## config.mk

```make
export PLATFORM = sky130hd
export DESIGN_NAME = qar_step
export DESIGN_NICKNAME = d
export VERILOG_FILES = /design/src/hdl/qar_pkg.sv /design/src/hdl/qar_step.sv
export SDC_FILE = /design/constraint.sdc
export NUM_CORES = 2
export LEC_CHECK = 0
export BUFFER_PORTS_ARGS = -buffer_cell sky130_fd_sc_hd__buf_4
export CAP_MARGIN = 40
export CORE_AREA = 2 2 689 691
export DETAILED_ROUTE_END_ITERATION = 8
export DIE_AREA = 0 0 691 693
export GPL_ROUTABILITY_DRIVEN = 1
export HOLD_SLACK_MARGIN = 0.05
export SLEW_MARGIN = 0
export SYNTH_ARGS = -nofsm -noshare
export SYNTH_HDL_FRONTEND = slang
export SYNTH_SLANG_ARGS = --single-unit
```

## constraint.sdc

```tcl
create_clock -name i_clk -period 23.4 [get_ports i_clk]
set_clock_uncertainty 0.1 [all_clocks]
set_input_delay 2.34 -clock i_clk [delete_from_list [all_inputs] [get_ports i_clk]]
set_output_delay 2.34 -clock i_clk [all_outputs]
set_load 0.02 [all_outputs]
```

## src/hdl/qar_pkg.sv

```systemverilog
package qar_pkg;

    localparam int IN_BITS_DEF       = 16;
    localparam int OUT_FRAC_BITS_DEF = 14;
    localparam int LANES             = 4;

    // per-request control that travels down the pipeline
    // neg holds the final sign of each result lane in order w, x, y, z
    typedef struct packed {
        logic             valid;
        logic             zero;
        logic [LANES-1:0] neg;
    } t_ctl;

endpackage

```

## src/hdl/qar_step.sv

```systemverilog
module qar_step
    import qar_pkg::*;
#(
    parameter int IN_BITS       = IN_BITS_DEF,
    parameter int OUT_FRAC_BITS = OUT_FRAC_BITS_DEF,
    parameter int BIT_POS       = 0,
    localparam int NW = 2*IN_BITS + 2,
    localparam int AW = 2*IN_BITS + 2*OUT_FRAC_BITS + 6,
    localparam int RW = OUT_FRAC_BITS + 1
) (
    input  logic          i_clk,
    input  logic          i_rst_n,
    input  logic          i_en,
    input  t_ctl          i_ctl,
    input  logic [NW-1:0] i_n,
    input  logic [AW-1:0] i_m [LANES],
    input  logic [AW-1:0] i_a [LANES],
    input  logic [AW-1:0] i_b [LANES],
    input  logic [RW-1:0] i_r [LANES],
    output t_ctl          o_ctl,
    output logic [NW-1:0] o_n,
    output logic [AW-1:0] o_m [LANES],
    output logic [AW-1:0] o_a [LANES],
    output logic [AW-1:0] o_b [LANES],
    output logic [RW-1:0] o_r [LANES]
);
    logic [AW-1:0] n_ext;
    logic [AW-1:0] a_try [LANES];
    logic [AW-1:0] b_try [LANES];
    logic [AW-1:0] lhs   [LANES];
    logic [AW-1:0] n_a   [LANES];
    logic [AW-1:0] n_b   [LANES];
    logic [RW-1:0] n_r   [LANES];

    t_ctl          r_ctl;
    logic [NW-1:0] r_n;
    logic [AW-1:0] r_m [LANES];
    logic [AW-1:0] r_a [LANES];
    logic [AW-1:0] r_b [LANES];
    logic [RW-1:0] r_r [LANES];

    // trial r' = r + 2^k, a = r^2*n and b = r*n kept by shifts and adds
    // accept when (2r'-1)^2 * n <= mag^2 * 4^(F+1)
    always_comb begin
        n_ext = AW'(i_n);
        for (int l = 0; l < LANES; l++) begin
            a_try[l] = i_a[l] + (i_b[l] << (BIT_POS + 1)) + (n_ext << (2*BIT_POS));
            b_try[l] = i_b[l] + (n_ext << BIT_POS);
            lhs[l]   = ((a_try[l] - b_try[l]) << 2) + n_ext;
            if (lhs[l] <= i_m[l]) begin
                n_a[l] = a_try[l];
                n_b[l] = b_try[l];
                n_r[l] = i_r[l] | (RW'(1) << BIT_POS);
            end else begin
                n_a[l] = i_a[l];
                n_b[l] = i_b[l];
                n_r[l] = i_r[l];
            end
        end
    end

    always_ff @(posedge i_clk) begin
        if (!i_rst_n) begin
            r_ctl <= '0;
        end else if (i_en) begin
            r_ctl <= i_ctl;
        end
        if (i_en) begin
            r_n <= i_n;
            r_m <= i_m;
            r_a <= n_a;
            r_b <= n_b;
            r_r <= n_r;
        end
    end

    assign o_ctl = r_ctl;
    assign o_n   = r_n;
    assign o_m   = r_m;
    assign o_a   = r_a;
    assign o_b   = r_b;
    assign o_r   = r_r;

endmodule

```

Word-level counts from Yosys, hierarchy flattened
Index checks and enable logic that the tools add are counted.

storage, ports and cells
  register bits after elaboration = 892
  bits of input ports = 895

cells by class
  add/subtract/negate cells = 20
  muxes and demuxes = 8
  $lt $le $gt $ge = 4

operators by type and width
  cell                                       count
  66-bit by 34-bit adder with 66-bit output  12
  66-bit two-way mux                         8
  66-bit adder                               4
  66-bit less-or-equal comparator            4
  64-bit subtractor                          4

Depth between registers and ports, before layout
  depth in word-level cells = 6
  depth in mapped cells = 59
  mapped depth without buffers = 58

Least setup slack after synthesis
OpenSTA, ideal clock, no wires.

  kind = input -> register
  start = input i_n[1]
  end = register r_a, in the netlist o_a[132], data pin
  slack = 10.804 ns
  arrival = 12.229 ns
  stages = 56
  data required time = 23.033 ns
  path buffers = 2
  library setup time = 0.267 ns
  cell sequence = fa_1 -> ha_1 -> inv_1 -> fa_1 -> nand2b_1 -> a21oi_1 -> o21a_1 -> o21a_1 -> nor2_1 -> xnor2_1 -> ha_1 -> and3_1 -> and2_1 -> a211oi_1 -> nand2_1 -> a21o_1 -> a21o_1 -> a21o_1 -> [... 20 more ...] -> nor4b_1 -> nand3_1 -> and4bb_1 -> nand3_1 -> nor4b_1 -> xor2_1 -> ha_1 -> nand4_1 -> nor3_1 -> nand3_1 -> nor2_1 -> o21ai_0 -> nand2_1 -> nor3_1 -> a31oi_1 -> clkbuf_1 -> clkbuf_1 -> o21ai_0

RTL lines
  what                  line            source
  start, declared       qar_step.sv:15  input logic [NW-1:0] i_n,
  end signal, assigned  qar_step.sv:71  r_a <= n_a;
  end, declared         qar_step.sv:38  logic [AW-1:0] r_a [LANES];

==> metrics.md <==
| Metric | Value |
|---|---|
| Net Sw Frac | 50.2% |
| Layout cells sized above 1 | 20.2% |
| TritonCTS clock tree | done |
| Filler cell count | 51600 |
| Post-DP Area | 0.111 mm2 |
| Setup crit start | i_n[1] |
| Worst slew pin tran | 1100 ps |
| Average wire per standard cell | 31.7 um |
| Input/output buffers | 1786 |
| Post-layout min period | 15460 ps |
| GRT Overall Usage | 22.7% |
| Syn_nets | 11900 |
| Die Y | 693 um |
| I/O Pins | 1787 |
| GPL Wtd Cong | 0.988 |
| CP max FO | 62 |
| DP Wirelength | 496000 um |
| Multi-input gate area | 0.0595 mm2 |
| Drt total wl | 569000 um |
| Hold_buf cts | 0 |
| Initial core utilization | 18.9% |
| Largest net degree at the start of global routing | 149 |
| Worst r2r src | o_ctl[3] |
| WHS | 426 ps |
| Fin area | 0.115 mm2 |
| Power per cell area | 142 mW/mm2 |
| Num rows | 253 |
| Final Cycle Share | 66.1% |
| Drt initial violations | 8785 |
| Register area share after synthesis | 29.9% |
| Clk_lat worst skew | 880 ps |
| Fin. Hold Viols | 0 |
| Max-cap viol count | 0 |
| Ys flop type | edfxtp_1 |
| DIE WIDTH | 691 um |
| Lkg Pwr | 49.8 nW |
| WP data required | 23880 ps |
| Logic pwr share | 70.3% |
| H-tree depth | 4 |
| Gr ovfl total | 0 |
| Core Region | 0.472 mm2 |
| Relative slew slack | 26.4% |
| First-pass GRT wire length | 739000 um |
| CP arrival | 15940 ps |
| Reg clk slew, reported paths | 60 ps |
| Reg area | 0.0267 mm2 |
| Clock buffers created by TritonCTS | 134 |
| DIE AREA | 0.479 mm2 |
| RSZ-0062 raised after global routing | no |
| Drt first pass iters | 5 |
| Worst path max stage delay | 700 ps |
| Min-delay src | o_ctl[0] |
| CTS sink cnt | 892 |
| Most common cell after layout, fill and taps aside | buf_4 |
| Seq pwr share | 16.2% |
| Unique masters post-synth | 99 |
| Fraction of registers with async set/reset | 0% |
| Vias | 86700 |
| CTS root buf | clkbuf_16 |
| Fin nets | 13700 |
| Vias in the first global route | 82500 |
| Most frequent cells in the layout | 1850 x buf_4, 1144 x ha_1, 902 x nand2_1 |
| Final Max Slew Viols | 0 |
| Final count of negative-setup-slack endpoints | 0 |
| Psw | 8.25 mW |
| CP Capture Type | register |
| Most used cell, CP | nor2_1 |
| Syn_area_per_cell | 9.19 um2 |
| Cts repair resizes | 0 |
| Vias per std cell | 4.83 |
| Worst VDD drop | 138 uV |
| Total chip power | 16.4 mW |
| Highest clock rate | 64.7 MHz |
| Synth-to-Final Area Change | 29.1% |
| Drt drc | 0 |
| Post-route ant nets | 0 |
| CP startpoint kind | primary input |
| CTS max path bufs | 4 |
| Yosys reg bits | 892 |
| Post-synth EDFFs | 886 |
| Internal power | 8.17 mW |
| R2r setup slk | 22700 ps |
| Mapped Cells | 9715 |
| Critical-path top delay cell | buf_4 |
| Clk pwr share | 13.5% |
| Critical path type | primary input to register |
| Initial antenna violation count | 249 |
| Status | complete, no violations |
| Yosys warns | 0 |
| Worst min path class | register to register |
| Setup TNS | 0 ps |
| Postcts setup bufs | 0 |
| Netlist area before placement | 0.0893 mm2 |
==> routing by layer <==
layer  vias up  wire (um)  GRT usage, %
met5         -       1160             0
met4       180      35800          12.4
met3       991      65000          9.32
met2      4082     250000          35.3
met1     42100     217000          26.4
li1      39400          -             -
==> flip-flops by register name, summed over array words and instances (netlist names) <==
| name | cells |
|---|---|
| o_b | 264 |
| o_a | 264 |
| o_m | 264 |
| o_n | 34 |
| o_r | 60 |
| o_ctl | 6 |
==> area by class of cell <==
type / instances / share of cell area, %
inverters: 605 / 1.97
multi-input cells: 7997 / 51.6
well taps: 6247 / 6.78
clock buffers: 151 / 3.02
repair buffers: 1874 / 12.3
diodes: 89 / 0.193
flip-flops and latches: 892 / 23.2
clock inverters: 87 / 0.891
==> power by group through the flow <==
stage	combinational [mW]	clock [mW]	sequential, mW
detailed placement	11.4	0	2.70
global route	12.6	2.31	2.68
CTS	11.5	2.27	2.68
global placement	11.3	0	2.70
floorplan	7.18	0	3.00
finish	11.5	2.22	2.66
==> critical path: cells and delay by family <==
family | cells | cell delay, ps
xor+xnor | 4 | 980
fa+ha+maj | 5 | 1820
simple gates | 17 | 3740
buf+inv | 4 | 1820
compound gates | 17 | 5020
==> kinds of logic (layout without fill, tap and decap cells) <==
kind of cell    after synthesis  count (layout)  share of synthesized area (%)
compound gates             2698            2698                           19.1
mux                         226             226                           2.79
simple gates               2703            2703                           14.7
buf+inv                     826            2717                           3.48
other cells                   0              89                              0
flops                       892             892                           29.9
fa+ha+maj                  1301            1301                           19.4
xor+xnor                   1069            1069                           10.6
==> metrics by stage <==
step,utilization (%),worst slack (ps),instances
after CTS,24.4,8320,17900
after floorplan,-,10800,9715
after detailed placement,23.4,7420,17600
after global routing,24.4,7000,17900
final,24.4,7940,17900
after global placement,23.4,7480,17600
==> worst paths after layout <==
check	cells past startpoint	end
worst max-delay path	47	o_b[64]
worst min-delay path	2	o_ctl[0]
worst max register to register	2	o_ctl[3]
worst min register to register	2	o_ctl[0]
==> cells in the mapped netlist (all sizes together), types with 37 or more instances <==
library cell / instances / area share (%)
or3: 37 / 0.27
fa: 148 / 3.3
o211ai: 62 / 0.52
nor3: 128 / 0.72
clkbuf: 203 / 0.85
a21oi: 858 / 4.8
o31ai: 39 / 0.33
xor2: 373 / 3.7
nor2: 558 / 2.3
mux2i: 41 / 0.46
o21a: 89 / 0.75
o21bai: 128 / 1.1
nand4: 179 / 1.3
a21boi: 49 / 0.41
a31oi: 77 / 0.54
edfxtp: 886 / 30
nand2b: 167 / 1.2
o21ai: 581 / 3.3
mux2: 185 / 2.3
nor2b: 122 / 0.85
inv: 605 / 2.5
and2: 72 / 0.50
ha: 1144 / 16
a211oi: 76 / 0.64
nand3: 217 / 1.2
xnor2: 690 / 6.8
nand2: 902 / 3.8
and3: 118 / 0.83
a21o: 443 / 3.7
Note: power is estimated with default switching activity, not from simulation.
