<file path="config.mk">
export PLATFORM = sky130hd
export DESIGN_NAME = qar_front
export DESIGN_NICKNAME = d
export VERILOG_FILES = /design/src/hdl/qar_pkg.sv /design/src/hdl/qar_front.sv
export SDC_FILE = /design/constraint.sdc
export NUM_CORES = 2
export LEC_CHECK = 0
export BUFFER_PORTS_ARGS = -buffer_cell sky130_fd_sc_hd__buf_2
export CAP_MARGIN = 0
export CORE_UTILIZATION = 55
export DETAILED_ROUTE_END_ITERATION = 12
export PLACE_DENSITY = 0.73
export SLEW_MARGIN = 20
export SYNTH_ARGS = -nofsm -noshare
export SYNTH_HDL_FRONTEND = slang
export SYNTH_SLANG_ARGS = --single-unit
export TNS_END_PERCENT = 1
</file>
<file path="constraint.sdc">
create_clock -name i_clk -period 7.6 [get_ports i_clk]
set_input_delay 0.76 -clock i_clk [delete_from_list [all_inputs] [get_ports i_clk]]
set_output_delay 0.76 -clock i_clk [all_outputs]
set_load 0.005 [all_outputs]
</file>
<file path="src/hdl/qar_pkg.sv">
package qar_pkg;

    localparam int IN_BITS_DEF       = 16;
    localparam int OUT_FRAC_BITS_DEF = 14;
    localparam int LANES             = 4;

    // per-request control that travels down the pipeline
    // neg holds the final sign of each result lane in order w, x, y, z
    typedef struct packed {
        logic             valid;
        logic             zero;
        logic [LANES-1:0] neg;
    } t_ctl;

endpackage

</file>
<file path="src/hdl/qar_front.sv">
module qar_front
    import qar_pkg::*;
#(
    parameter int IN_BITS       = IN_BITS_DEF,
    parameter int OUT_FRAC_BITS = OUT_FRAC_BITS_DEF,
    localparam int NW = 2*IN_BITS + 2,
    localparam int AW = 2*IN_BITS + 2*OUT_FRAC_BITS + 6
) (
    input  logic                      i_clk,
    input  logic                      i_rst_n,
    input  logic                      i_en,
    input  logic                      i_valid,
    input  logic signed [IN_BITS-1:0] i_w,
    input  logic signed [IN_BITS-1:0] i_x,
    input  logic signed [IN_BITS-1:0] i_y,
    input  logic signed [IN_BITS-1:0] i_z,
    output t_ctl                      o_ctl,
    output logic [NW-1:0]             o_n,
    output logic [AW-1:0]             o_m [LANES]
);
    localparam int  SQW    = 2*IN_BITS;
    localparam bit  BIG_EN = (IN_BITS >= 32);

    logic [IN_BITS-1:0] in_v  [LANES];
    logic [IN_BITS-1:0] abs_v [LANES];
    logic [LANES-1:0]   in_neg;
    logic               big;

    logic               r_v1, r_v2;
    logic [LANES-1:0]   r_neg1, r_neg2;
    logic [IN_BITS-1:0] r_mag [LANES];
    logic [SQW-1:0]     r_sq  [LANES];

    logic [NW-1:0]      n_sum;
    logic               trace_pos, flip;
    t_ctl               n_ctl, r_ctl;
    logic [NW-1:0]      r_n;
    logic [AW-1:0]      r_m [LANES];

    assign in_v[0] = i_w;
    assign in_v[1] = i_x;
    assign in_v[2] = i_y;
    assign in_v[3] = i_z;

    always_comb begin
        big = 1'b0;
        for (int i = 0; i < LANES; i++) begin
            in_neg[i] = in_v[i][IN_BITS-1];
            abs_v[i]  = in_neg[i] ? (~in_v[i] + 1'b1) : in_v[i];
            if (BIG_EN && abs_v[i][IN_BITS-1]) begin
                big = 1'b1;
            end
        end
    end

    // stage 1: magnitudes; when IN_BITS >= 32, a full-scale negative halves all four
    always_ff @(posedge i_clk) begin
        if (!i_rst_n) begin
            r_v1 <= 1'b0;
        end else if (i_en) begin
            r_v1 <= i_valid;
        end
        if (i_en) begin
            r_neg1 <= in_neg;
            for (int i = 0; i < LANES; i++) begin
                r_mag[i] <= big ? (abs_v[i] >> 1) : abs_v[i];
            end
        end
    end

    // stage 2: squares
    always_ff @(posedge i_clk) begin
        if (!i_rst_n) begin
            r_v2 <= 1'b0;
        end else if (i_en) begin
            r_v2 <= r_v1;
        end
        if (i_en) begin
            r_neg2 <= r_neg1;
            for (int i = 0; i < LANES; i++) begin
                r_sq[i] <= r_mag[i] * r_mag[i];
            end
        end
    end

    // stage 3: length squared and branch choice
    always_comb begin
        n_sum = NW'(r_sq[0]) + NW'(r_sq[1]) + NW'(r_sq[2]) + NW'(r_sq[3]);
        trace_pos = NW'(r_sq[0]) > (n_sum >> 2);
        if (trace_pos) begin
            flip = r_neg2[0];
        end else if (r_sq[1] > r_sq[3] && r_sq[1] > r_sq[2]) begin
            flip = r_neg2[1];
        end else if (r_sq[3] > r_sq[2]) begin
            flip = r_neg2[3];
        end else begin
            flip = !r_neg2[2];
        end
        n_ctl.valid  = r_v2;
        n_ctl.zero   = (n_sum == '0);
        // remapped order is (w, x, z, -y)
        n_ctl.neg[0] = r_neg2[0] ^ flip;
        n_ctl.neg[1] = r_neg2[1] ^ flip;
        n_ctl.neg[2] = r_neg2[3] ^ flip;
        n_ctl.neg[3] = (!r_neg2[2]) ^ flip;
    end

    always_ff @(posedge i_clk) begin
        if (!i_rst_n) begin
            r_ctl.valid <= 1'b0;
        end else if (i_en) begin
            r_ctl.valid <= n_ctl.valid;
        end
        if (i_en) begin
            r_ctl.zero <= n_ctl.zero;
            r_ctl.neg  <= n_ctl.neg;
            r_n        <= n_sum;
            r_m[0]     <= AW'(r_sq[0]) << (2*OUT_FRAC_BITS + 2);
            r_m[1]     <= AW'(r_sq[1]) << (2*OUT_FRAC_BITS + 2);
            r_m[2]     <= AW'(r_sq[3]) << (2*OUT_FRAC_BITS + 2);
            r_m[3]     <= AW'(r_sq[2]) << (2*OUT_FRAC_BITS + 2);
        end
    end

    assign o_ctl = r_ctl;
    assign o_n   = r_n;
    assign o_m   = r_m;

endmodule

</file>
# Word-level counts from Yosys, hierarchy flattened
# Memory sizes are Yosys's and may differ from the RTL's.
# Index checks and enable logic that the tools add are counted.
# W data, S select, Z words.
# word_totals
register_bits,178
mem_bits_rw,192
input_bits,68
out_inout_bits,304
elab_cells,49
memories,2
# memory_table
name,words,width,rd,rd_ports_with_merged_regs,write_ports,line_no,rtl
r_sq,4,32,4,0,4,qar_front.sv:32,logic [SQW-1:0] r_sq [LANES];
r_mag,4,16,4,0,4,qar_front.sv:31,logic [IN_BITS-1:0] r_mag [LANES];
# op_classes
add_sub_neg,7
n_mul,4
order_cmp,4
muxes,9
n_bitwise,8
n_reduce_logical,3
# ops
operator,n
$gt A32 B32 Y1,4
$mul A16 B16 Y32,4
$add A16 B1 Y16 const B,4
$mux W16,4
$not A16 Y16,4
$add A33 B32 Y34,1
$add A34 B32 Y34,1
$logic_not A34 Y1,1
$add A32 B32 Y33,1
$mux W1,5
$xor A1 B1 Y1,4
$logic_and A1 B1 Y1,1
$logic_not A1 Y1,1

# Depth between registers and ports, before layout
# An unclocked memory read counts as a cell.
# logic_depth
ltp_word,7
mapped_depth,26
ltp_nobuf,25

# Least setup slack after synthesis
# Ideal clock, no wire load.
# synth_path
kind,reg-to-reg
start,mem r_mag[3][11] (netlist bit)
end,mem r_sq[3][28] (netlist bit) (data pin)
t_arrival_ps,6160
setup_slack_ps,1169
path_stages_with_launch,25
path_buffers,1
cell_sequence,edfxtp_1 -> clkbuf_1 -> inv_1 -> nor2_1 -> fa_1 -> inv_1 -> fa_1 -> inv_1 -> fa_1 -> fa_1 -> inv_1 -> fa_1 -> fa_1 -> inv_1 -> ha_1 -> a21o_1 -> a21o_1 -> a2bb2oi_1 -> o31ai_1 -> o41a_1 -> a41oi_1 -> a211o_1 -> nor3_1 -> a2111oi_0 -> xnor2_1
# synth_lines
element,line_no
"start, declared",qar_front.sv:31
"end, declared",qar_front.sv:32

==> impl_metrics.py <==
metrics = {
    "timing": {
        "relSlewSlack_pct": 36.1,
        "fin_skew_ps": 24.3,
        "setup_tns_ps": 0,
        "slew_viol_final": 0,
        "fmax_ghz": 0.139,
        "tightest_slew_ps": 959,
        "setup_viol": 0,
        "setup_ws_ps": 394,
        "rsz0062_at_grt": "no",
        "hold_violations": 0,
        "fin_crit_ps": 7210,
        "finalCritPeriodShare_pct": 94.8,
    },
    "synth": {
        "synth_cell_types": 74,
        "synthFlopType": "edfxtp_1",
        "yosysTopAreaCell": "fa_1",
        "synth_top_area_share_pct": 30.0,
        "synth.avg_cell_area_um2": 10.2,
        "async_flop_share_pct": 0,
        "synth-seq-cells": 362,
        "ys_seq_area_share_pct": 22.6,
        "netlist_instances": 4704,
        "syn-cell-area_um2": 47900,
        "yosys_warnings": 0,
        "synth_area_leaders": "fa_1, edfxtp_1, ha_1, inv_1, xnor2_1",
        "synth_edf_count": 359,
    },
    "finish": {
        "areaGrowthSynthToFinish_pct": 7.65,
        "final_nets": 6305,
        "n_fill_cell": 7195,
        "final_cell_mix": "inv_1, fa_1, ha_1",
        "layout_commonest_cell": "inv_1",
        "drive_above_1_share_pct": 7.75,
    },
    "die": {
        "start_util_pct": 56.0,
        "die-area_um2": 88300,
        "core_area_um2": 85700,
        "rows": 107,
        "die_h_um": 297,
        "fp.dieW_um": 297,
        "io_pins": 372,
    },
    "placement": {
        "dp_hpwl_um": 95400,
        "dp_slack_ps": 511,
        "io_buffers": 231,
        "globalplace.congestion": 0.955,
    },
    "clocking": {
        "worst_skew_pair.late_latency_ps": 610,
        "cts_setup_buffers": 0,
        "cts-htree-levels": 2,
        "path_clk_slew_ps": 60,
        "cts.sinks": 362,
        "root_buffer": "clkbuf_16",
        "hold_buffers": 0,
        "clk_path_buf_depth": 3,
        "cts_buffers": 45,
        "cts_tree": "yes",
        "cts-resized-gates": 0,
    },
    "drt": {
        "ant_nets": 0,
        "drt-pass1-iter-count": 5,
        "drt_iter0_markers": 2206,
        "wl_per_cell_um": 18.4,
        "finalWirelength_um": 113000,
        "vias": 32700,
        "routed_via_density": 5.32,
        "drc": 0,
    },
    "run": {
        "drv_cap": 0,
    },
    "global_routing": {
        "antenna_found_initial": 4,
        "grt.total_usage_pct": 26.1,
        "grt_pass1_vias": 33400,
        "globalRoute.totalOverflow": 0,
        "grt_pass1_wl_um": 180000,
        "grt_max_degree": 163,
    },
    "outcome": {
        "outcome": "completed",
    },
    "critical_path": {
        "required_ps": 7930,
        "cp-start-kind": "flip-flop",
        "endpoint_kind": "flip-flop",
        "critical_path_arrival_ps": 7540,
        "worstSetupPathType": "flip-flop to flip-flop",
        "worstPathMaxFanout": 5,
    },
    "min_path": {
        "hold_class": "input port to flip-flop",
    },
}
==> per-stage QoR <==
step           hold slack, ps  utilization (%)  cells  cell area, µm²
3_5_place_dp              412             58.5   6056           50100
5_1_grt                   379             60.2   6138           51600
4_1_cts                   372             60.2   6138           51600
3_3_place_gp              414             58.5   6056           50100
2_1_floorplan             400                -   4845           48500
6_report                  403             60.2   6139           51600
==> sequential cells by signal, summed over array words and instances, names as in the netlist <==
| name | flops |
|---|---|
| o_n | 34 |
| r_neg2 | 4 |
| r_v1 | 1 |
| o_m | 124 |
| o_ctl | 6 |
| r_neg1 | 4 |
| r_v2 | 1 |
| r_mag | 64 |
| r_sq | 124 |
==> kinds of logic after synthesis <==
kind of cell	Yosys count	share of synthesized area (%)
buf+inv	1377	11.9
fa+ha+maj	1278	44.6
simple gates	925	9.40
compound gates	535	7.32
flops	362	22.6
xor+xnor	213	3.89
mux	12	0.261
other cells	2	0.0157
==> layout make-up <==
class | instances | area (µm²) | area share (%)
tap | 1144 | 1430 | 2.77
inverter | 1163 | 4370 | 8.46
clock inverter | 27 | 299 | 0.579
multi-input combinational | 3106 | 31900 | 61.8
sequential | 362 | 10800 | 21.0
antenna | 1 | 2.50 | 0.00485
clock buffer | 55 | 1180 | 2.30
timing repair buffer | 281 | 1570 | 3.04
==> cell usage after synthesis (all sizes together) (4+ instances only) <==
cell	count
a2111oi	6
a211o	5
a211oi	21
a21boi	4
a21o	120
a21oi	156
a221o	4
a221oi	4
a31oi	11
and2	173
and3	18
and4	4
buf	142
clkbuf	72
edfxtp	359
fa	718
ha	560
inv	1161
mux2	4
mux2i	8
nand2	321
nand2b	36
nand3	40
nand4	37
nor2	174
nor2b	25
nor3	32
nor4	14
o2111ai	5
o211ai	13
o21a	16
o21ai	89
o21bai	20
o311ai	4
o31ai	23
o41ai	10
or2	19
or3	14
or4	9
xnor2	166
xor2	47
==> path summary, 6_finish.rpt <==
kind	start	end	slack [ps]	depth (start not counted)
setup / recovery	r_sq[3][0]	o_ctl[3]	390	23
hold / removal	i_y[0]	r_mag[2][0]	400	1
setup reg to reg	r_sq[3][0]	o_ctl[3]	390	23
hold reg to reg	r_neg1[1]	r_neg2[1]	420	0
==> routing by layer <==
layer	vias to the layer above	part of all wire, %	GRT usage [%]
li1	15100	-	-
met1	16300	41	35.1
met2	1061	48	42.9
met3	189	7.7	4.40
met4	0	4.0	9.16
met5	-	0	0
==> critical path: stages, from the launching register on <==
cell and delay (ps):
edfxtp_1 760, fa_1 520, ha_1 200, ha_1 250, fa_1 470, a21oi_1 220, o211ai_1 230, a22o_1 320
or4_1 470, nand2_1 130, o21ai_0 220, a21o_1 240, a21oi_1 290, xnor2_1 210, inv_1 70, ha_1 310
and4_1 210, nand3_1 110, nor4_1 550, nor2_1 80, o22ai_1 360, nand2_1 190, mux2i_1 420, xor2_1 120
Power is not shown: default switching activity piles up to over one toggle a cycle in this logic, so the estimate is an artifact.
